===== config.mk =====
export PLATFORM = sky130hd
export DESIGN_NAME = fsp_rem_unit
export DESIGN_NICKNAME = d
export VERILOG_FILES = /design/src/rtl/core/fsp_pkg.sv /design/src/rtl/core/fsp_rem_unit.sv
export SDC_FILE = /design/constraint.sdc
export NUM_CORES = 1
export LEC_CHECK = 0
export BUFFER_PORTS_ARGS = -buffer_cell sky130_fd_sc_hd__buf_4
export CAP_MARGIN = 20
export CORE_MARGIN = 2
export CORE_UTILIZATION = 55
export DETAILED_ROUTE_END_ITERATION = 6
export PLACE_DENSITY = 0.81
export SLEW_MARGIN = 40
export SYNTH_ARGS = -nofsm -noshare
export SYNTH_HDL_FRONTEND = slang
export SYNTH_SLANG_ARGS = --single-unit

===== constraint.sdc =====
create_clock -name i_clk -period 3.3 [get_ports i_clk]
set_clock_uncertainty 0.15 [all_clocks]
set_input_delay 0.33 -clock i_clk [delete_from_list [all_inputs] [get_ports i_clk]]
set_output_delay 0.33 -clock i_clk [all_outputs]
set_load 0.03 [all_outputs]

===== src/rtl/core/fsp_pkg.sv =====
// ---------------------------------------------------------------------------
// fsp_pkg
// Shared constants, types and helpers for the fixed slot pool allocator.
// ---------------------------------------------------------------------------
package fsp_pkg;

    localparam int BLOCK_BYTES = 4096;
    localparam int NUM_BLOCKS  = 8;
    localparam int FREE_DEPTH  = 4096;

    localparam int ADDR_W    = 32;
    localparam int SLOT_W    = 11;
    localparam int BLK_W     = 4;
    localparam int CNT_W     = $clog2(FREE_DEPTH + 1);
    localparam int IDX_W     = $clog2(FREE_DEPTH);
    localparam int STEP_W    = $clog2(ADDR_W);
    localparam int CFG_IDX_W = 1;
    localparam int CFG_DAT_W = 32;

    localparam logic [ADDR_W-1:0] BLOCK_BYTES_W  = ADDR_W'(BLOCK_BYTES);
    localparam logic [ADDR_W-1:0] HEADER_BYTES_W = ADDR_W'(8);
    localparam logic [BLK_W-1:0]  NUM_BLOCKS_W   = BLK_W'(NUM_BLOCKS);
    localparam logic [CNT_W-1:0]  FREE_DEPTH_W   = CNT_W'(FREE_DEPTH);
    localparam logic [STEP_W-1:0] LAST_STEP      = STEP_W'(ADDR_W - 1);

    localparam logic [CFG_IDX_W-1:0] CFG_SLOT_BYTES  = 1'b0;
    localparam logic [CFG_IDX_W-1:0] CFG_REGION_BASE = 1'b1;

    localparam logic OP_ALLOC = 1'b0;
    localparam logic OP_FREE  = 1'b1;

    typedef enum logic [1:0] {
        ST_OK         = 2'd0,
        ST_NO_BLOCKS  = 2'd1,
        ST_NULL_FREE  = 2'd2,
        ST_STORE_FULL = 2'd3
    } t_status;

    // slot size in use: low three bits dropped, zero taken as 8
    function automatic logic [SLOT_W-1:0] slot_size(input logic [SLOT_W-1:0] raw);
        logic [SLOT_W-1:0] s;
        s = raw & SLOT_W'(11'h7F8);
        slot_size = (s == '0) ? SLOT_W'(8) : s;
    endfunction

endpackage


===== src/rtl/core/fsp_rem_unit.sv =====
// ---------------------------------------------------------------------------
// fsp_rem_unit
// Bit-serial restoring remainder: one dividend bit per cycle.
// ---------------------------------------------------------------------------
module fsp_rem_unit
    import fsp_pkg::*;
(
    input  logic              i_clk,
    input  logic              i_rst_n,
    input  logic              i_start,
    input  logic [ADDR_W-1:0] i_dividend,
    input  logic [SLOT_W-1:0] i_divisor,
    output logic              o_done,
    output logic [SLOT_W-1:0] o_rem
);

    logic              r_busy;
    logic              r_done;
    logic [STEP_W-1:0] r_step;
    logic [ADDR_W-1:0] r_quo;
    logic [SLOT_W-1:0] r_div;
    logic [SLOT_W-1:0] r_rem;
    logic [SLOT_W:0]   w_shift;
    logic [SLOT_W:0]   w_diff;

    assign w_shift = {r_rem, r_quo[ADDR_W-1]};
    assign w_diff  = w_shift - {1'b0, r_div};

    always_ff @(posedge i_clk) begin
        if (!i_rst_n) begin
            r_busy <= 1'b0;
            r_done <= 1'b0;
            r_step <= '0;
        end else begin
            r_done <= 1'b0;
            if (i_start) begin
                r_busy <= 1'b1;
                r_step <= '0;
            end else if (r_busy) begin
                r_step <= r_step + 1'b1;
                if (r_step == LAST_STEP) begin
                    r_busy <= 1'b0;
                    r_done <= 1'b1;
                end
            end
        end
    end

    always_ff @(posedge i_clk) begin
        if (i_start) begin
            r_quo <= i_dividend;
            r_div <= i_divisor;
            r_rem <= '0;
        end else if (r_busy) begin
            r_quo <= {r_quo[ADDR_W-2:0], 1'b0};
            // remainder stays below the divisor, so the top bit drops
            if (w_shift >= {1'b0, r_div}) begin
                r_rem <= w_diff[SLOT_W-1:0];
            end else begin
                r_rem <= w_shift[SLOT_W-1:0];
            end
        end
    end

    assign o_done = r_done;
    assign o_rem  = r_rem;

endmodule


**Word level (Yosys, flattened, before mapping)**

Index checks and enable logic that the tools add are counted.

- Add/subtract/negate cells: 2
- $lt $le $gt $ge: 1
- Equality and inequality tests: 1
- Multiplexer cells: 7
- Bitwise gates (word level): 2
- Reduce and logical (&&, ||, !) cells: 3

Operators with widths:

| kind | number |
|---|---|
| $mux 32 | 2 |
| $ge 12x11->1 | 1 |
| $mux 11 | 1 |
| $sub 11x11->11 | 1 |
| $add 5x1->5 const B | 1 |
| $eq 5x5->1 const B | 1 |
| $mux 1 | 4 |
| $reduce_or 3->1 | 1 |
| $not 1->1 | 2 |
| $reduce_bool 2->1 | 1 |
| $reduce_or 2->1 | 1 |

- Register bits: 61
- Input port bits: 46
- Output and inout bits: 12
- Word-level logic and storage cells: 22

**Logic depth before layout (Yosys ltp)**

- Word-level depth: 4
- Depth in mapped cells: 10
- Depth with buffers taken out: 9

**Worst setup path after synthesis**

No wires, ideal clock.

- Kind: reg-to-reg
- Start point: register r_rem[0] (netlist: o_rem[0])
- End point: register r_rem[6] (netlist: o_rem[6])
- Setup time: 0.088 ns
- Arrival time: 2.622 ns
- Data required time: 3.062 ns
- Path slack: 0.439 ns
- Stages on the path, launching flop included: 10
- Buffers on the path: 1
- Period minus slack after synthesis: 2.861 ns
- Cells stage by stage: dfxtp_1 -> inv_1 -> fa_1 -> nand2b_2 -> o2bb2ai_2 -> a211o_1 -> and2_1 -> buf_6 -> or3b_1 -> a311oi_2

- Cells in the longest elaborated chain, start to end: 2
- Elaborated cells between the ends (all ways): 3
- Those cells by class: add/sub (1); order compare (1); mux (1)

Ends and longest elaborated chain:

| what | line | text |
|---|---|---|
| start, declared | fsp_rem_unit.sv:22 | `logic [SLOT_W-1:0] r_rem;` |
| start signal, assigned | fsp_rem_unit.sv:58 | `r_rem <= w_diff[SLOT_W-1:0];` |
| start signal, assigned | fsp_rem_unit.sv:60 | `r_rem <= w_shift[SLOT_W-1:0];` |
| $sub 11x11->11 or $ge 12x11->1 (tied branches) | fsp_rem_unit.sv:27, fsp_rem_unit.sv:57 |  |
| $mux 11 * | fsp_rem_unit.sv:57 | `if (w_shift >= {1'b0, r_div}) begin` |

Mark *: on every way between the ends. The rest lies on a longest branch, timed or not.
A chain may end at the register's enable or synchronous reset.

**Worst setup path in the final report**

- Start point: register r_quo[31]
- End point: register r_rem[6] (netlist: o_rem[6])

- Cells in the longest elaborated chain, start to end: 2
- Elaborated cells between the ends (all ways): 3
- Those cells by class: add/sub (1); order compare (1); mux (1)

Ends and longest elaborated chain:

| what | line | text |
|---|---|---|
| start, declared | fsp_rem_unit.sv:20 | `logic [ADDR_W-1:0] r_quo;` |
| start signal, assigned | fsp_rem_unit.sv:51 | `r_quo <= i_dividend;` |
| start signal, assigned | fsp_rem_unit.sv:55 | `r_quo <= {r_quo[ADDR_W-2:0], 1'b0};` |
| $sub 11x11->11 or $ge 12x11->1 (tied branches) | fsp_rem_unit.sv:27, fsp_rem_unit.sv:57 |  |
| $mux 11 * | fsp_rem_unit.sv:57 |  |

Marked as above.

==> metrics.log <==
[metrics] total overflow reported by the global router: 0
[metrics] first drt pass iteration count: 4
[metrics] Initial DRC Count: roughly 110
[metrics] combinational share of power: 0.137
[metrics] peak clock frequency supported by timing: around 340 MHz
[metrics] max-capacitance violation count: 0
[metrics] library cell used as clock root buffer: sky130_fd_sc_hd__clkbuf_8
[metrics] Hold Worst Slack: ~0.016 ns
[metrics] areal power density over the cells: between 400 and 500 nW/µm²
[metrics] clock slew at the register clock pins of the worst setup and hold paths: around 0.060 ns
[metrics] clock latency on the worst-skew pair: around 0.34 ns
[metrics] diode insertion count for antenna repair: 0
[metrics] ranking of synthesized cells by area: sky130_fd_sc_hd__edfxtp_1 (43%), sky130_fd_sc_hd__mux2_2 (12%), sky130_fd_sc_hd__dfxtp_1 (12%)
[metrics] ratio of routed vias to standard cells: around 5.5
[metrics] Post-layout nets: between 300 and 400
[metrics] maximum VDD drop: 0.3707 mV
[metrics] cell area after synthesis: 2992 µm²
[metrics] EDFF count, synth: 43
[metrics] number of cell instances on the worst register-to-register path: 9
[metrics] top fanout value on the critical path: 8
[metrics] Tightest Pin Transition: between 0.7 and 0.8 ns
[metrics] total number of placement rows: 26
[metrics] area grow syn2layout: 23.00%
[metrics] most common flop cell mapped by yosys: sky130_fd_sc_hd__edfxtp_1
[metrics] starting density of the core: 0.5784
[metrics] net switching share of the total power: 0.2331
[metrics] required time worst endpoint: 3.40 ns
[metrics] fraction of layout cells with a size suffix above 1: 0.3482
[metrics] count of unique library cells instantiated by Yosys: 42
[metrics] total setup violations reported at the end of the flow: 0
[metrics] total count of max-transition violations in the final report: 0
[metrics] cell with the most instances after synthesis: sky130_fd_sc_hd__edfxtp_1
[metrics] Wirelength per Cell: 15.10 µm
[metrics] TritonCTS clock tree: done
[metrics] number of H-tree branching levels: 3
[metrics] Post-synth top cells: sky130_fd_sc_hd__edfxtp_1 (43), sky130_fd_sc_hd__mux2_2 (33), sky130_fd_sc_hd__nor2_1 (19)
[metrics] synth warn: 0
[metrics] crit path time final: between 2 and 3 ns
[metrics] Flop pwr share: 0.507
[metrics] Async SR Flop Fraction: 0
[metrics] Gate Count Post-Synth: approximately 240
[metrics] Clock Power Share: 0.356
[metrics] RSZ-0062 raised after global routing: false
[metrics] initial antenna violation count: 0
[metrics] Final Hold Viols: 0
[metrics] number of instances resized during post-cts repair: 0
[metrics] Die Height: just under 80 µm
[metrics] maximum number of buffers from clock root to sink: 2
[metrics] Port-buffer cells: 57
[metrics] total power after layout: roughly 0.0018 W
[metrics] leading area contributor after synthesis: sky130_fd_sc_hd__edfxtp_1
[metrics] number of clock sinks: 61
[metrics] number of nets in the synthesized netlist: between 300 and 400
[metrics] flops & latches, synth: just over 60
[metrics] hold-fix buffer count after cts: 0
[metrics] critical path endpoint category: flop
[metrics] remaining routing DRC violations: 0
[metrics] post-detail-place hpwl: ~4.1 mm
[metrics] largest net degree at the start of global routing: 33
[metrics] final estimated routing congestion in global placement: 0.8760
[metrics] Setup Total Neg Slack: 0 ns
[metrics] count of boundary I/O pins: 58
[metrics] worst setup path category: flop to flop
[metrics] worst slew margin relative to its limit: 0.5146
[metrics] Crit path arrival time: about 3.0 ns
[metrics] Yosys top cell area share: 0.4316
[metrics] Horiz. Die Dim: 77.75 µm
[metrics] net switching power: between 0.0004 and 0.0005 W
[metrics] path type of the worst min-delay path: input pin to flop
[metrics] LEAKAGE: 1.544 nW
[metrics] GRT Total Usage: 0.2087
[metrics] result of the run: complete, no violations
[metrics] CP startpoint kind: flop
[metrics] via count: about 2,100
[metrics] Die Outline Area: between 6000 and 7000 µm²
[metrics] total wirelength of the detailed-routed design: roughly 5.8 mm
[metrics] synthesized area per cell: roughly 12 µm²
[metrics] internal power component: ~0.0014 W
[metrics] core outline area: around 5200 µm²
[metrics] post-CTS setup buffer count: 0
[metrics] vias in the first global route: approximately 2,100
[metrics] remaining antenna violation count after routing: 0
[metrics] sequential area share after synthesis: 0.5521
[metrics] share of the clock period used by the worst path: 0.8784
[metrics] wire length of the first global-routing pass: a little under 10 mm
[metrics] CTS buffer count: 9
[metrics] Worst Hold Path Cells: 1
-- power groups by stage --
stage	sequential [W]	combinational (W)	clock [W]
after floorplan	0.000931	0.000155	0
after global placement	0.000929	0.000239	0
after detailed placement	0.000931	0.000246	0
after CTS	0.000915	0.000247	0.000659
after global routing	0.000921	0.000271	0.000684
final	0.000915	0.000247	0.000641
-- metrics by stage --
step	worst slack, ns	util	std cells	instance area, µm²
floorplan	0.4394	-	244	2992
global placement	0.5283	0.6751	367	3492
detailed placement	0.4273	0.6751	367	3492
CTS	0.4120	0.7114	383	3680
global route	0.2725	0.7114	383	3680
finish	0.4013	0.7114	383	3680
-- layer usage --
layer,track usage,part of all wire
met5,0,0
met4,0.09107,0.020
met3,0.06860,0.078
met2,0.3345,0.48
met1,0.2579,0.42
-- cell families after synthesis --
family	after synthesis	share of synthesized area
flip-flops	61	0.5521
multiplexers	36	0.1343
buffers and inverters	22	0.03011
AND/OR/NAND/NOR	55	0.09034
XOR/XNOR	7	0.02049
adder cells (fa/ha/maj)	14	0.06106
AO/OA/AOI/OAI	49	0.1117
-- critical path, stage by stage (launching register included) --
cell,delay (ns)
sky130_fd_sc_hd__edfxtp_1,0.35
sky130_fd_sc_hd__inv_1,0.05
sky130_fd_sc_hd__ha_1,0.22
sky130_fd_sc_hd__fa_1,0.41
sky130_fd_sc_hd__nand2b_2,0.21
sky130_fd_sc_hd__o2bb2ai_2,0.14
sky130_fd_sc_hd__a211o_1,0.37
sky130_fd_sc_hd__and2_1,0.27
sky130_fd_sc_hd__or3b_1,0.42
sky130_fd_sc_hd__a311oi_2,0.23
-- path summary, 6_finish.rpt --
kind	startpoint	end	slack (ns)
setup / recovery	r_quo[31]	o_rem[6]	0.40
hold / removal	i_divisor[0]	r_div[0]	0.02
setup reg to reg	r_quo[31]	o_rem[6]	0.40
hold reg to reg	o_rem[9]	o_rem[9]	0.35
-- layout make-up --
type	instances	area [µm²]
Clock buffer	13	148.9
Clock inverter	3	38.79
Fill cell	384	1493
Inverter	16	60.06
Multi-Input combinational cell	161	1250
Sequential cell	61	1652
Tap cell	70	87.58
Timing Repair Buffer	59	442.9
-- state kept, by name (all words and copies together), names as in the netlist --
signal / count
r_step: 5
o_done: 1
r_busy: 1
r_div: 11
r_quo: 32
o_rem: 11
-- cells in the final DEF (no fill, tap or decap), types with 4 or more instances in the layout --
cell | synthesis | final
sky130_fd_sc_hd__edfxtp_1 | 43 | 43
sky130_fd_sc_hd__o21a_1 | 5 | 5
sky130_fd_sc_hd__inv_1 | 16 | 16
sky130_fd_sc_hd__nand2_1 | 13 | 13
sky130_fd_sc_hd__nor2_1 | 19 | 19
sky130_fd_sc_hd__clkbuf_8 | 0 | 10
sky130_fd_sc_hd__mux2_2 | 33 | 33
sky130_fd_sc_hd__dfxtp_1 | 18 | 18
sky130_fd_sc_hd__ha_1 | 13 | 13
sky130_fd_sc_hd__xnor2_1 | 4 | 4
sky130_fd_sc_hd__a21oi_1 | 12 | 12
sky130_fd_sc_hd__o21ai_0 | 14 | 14
sky130_fd_sc_hd__buf_4 | 0 | 59
(Power assumes the default switching activity.)
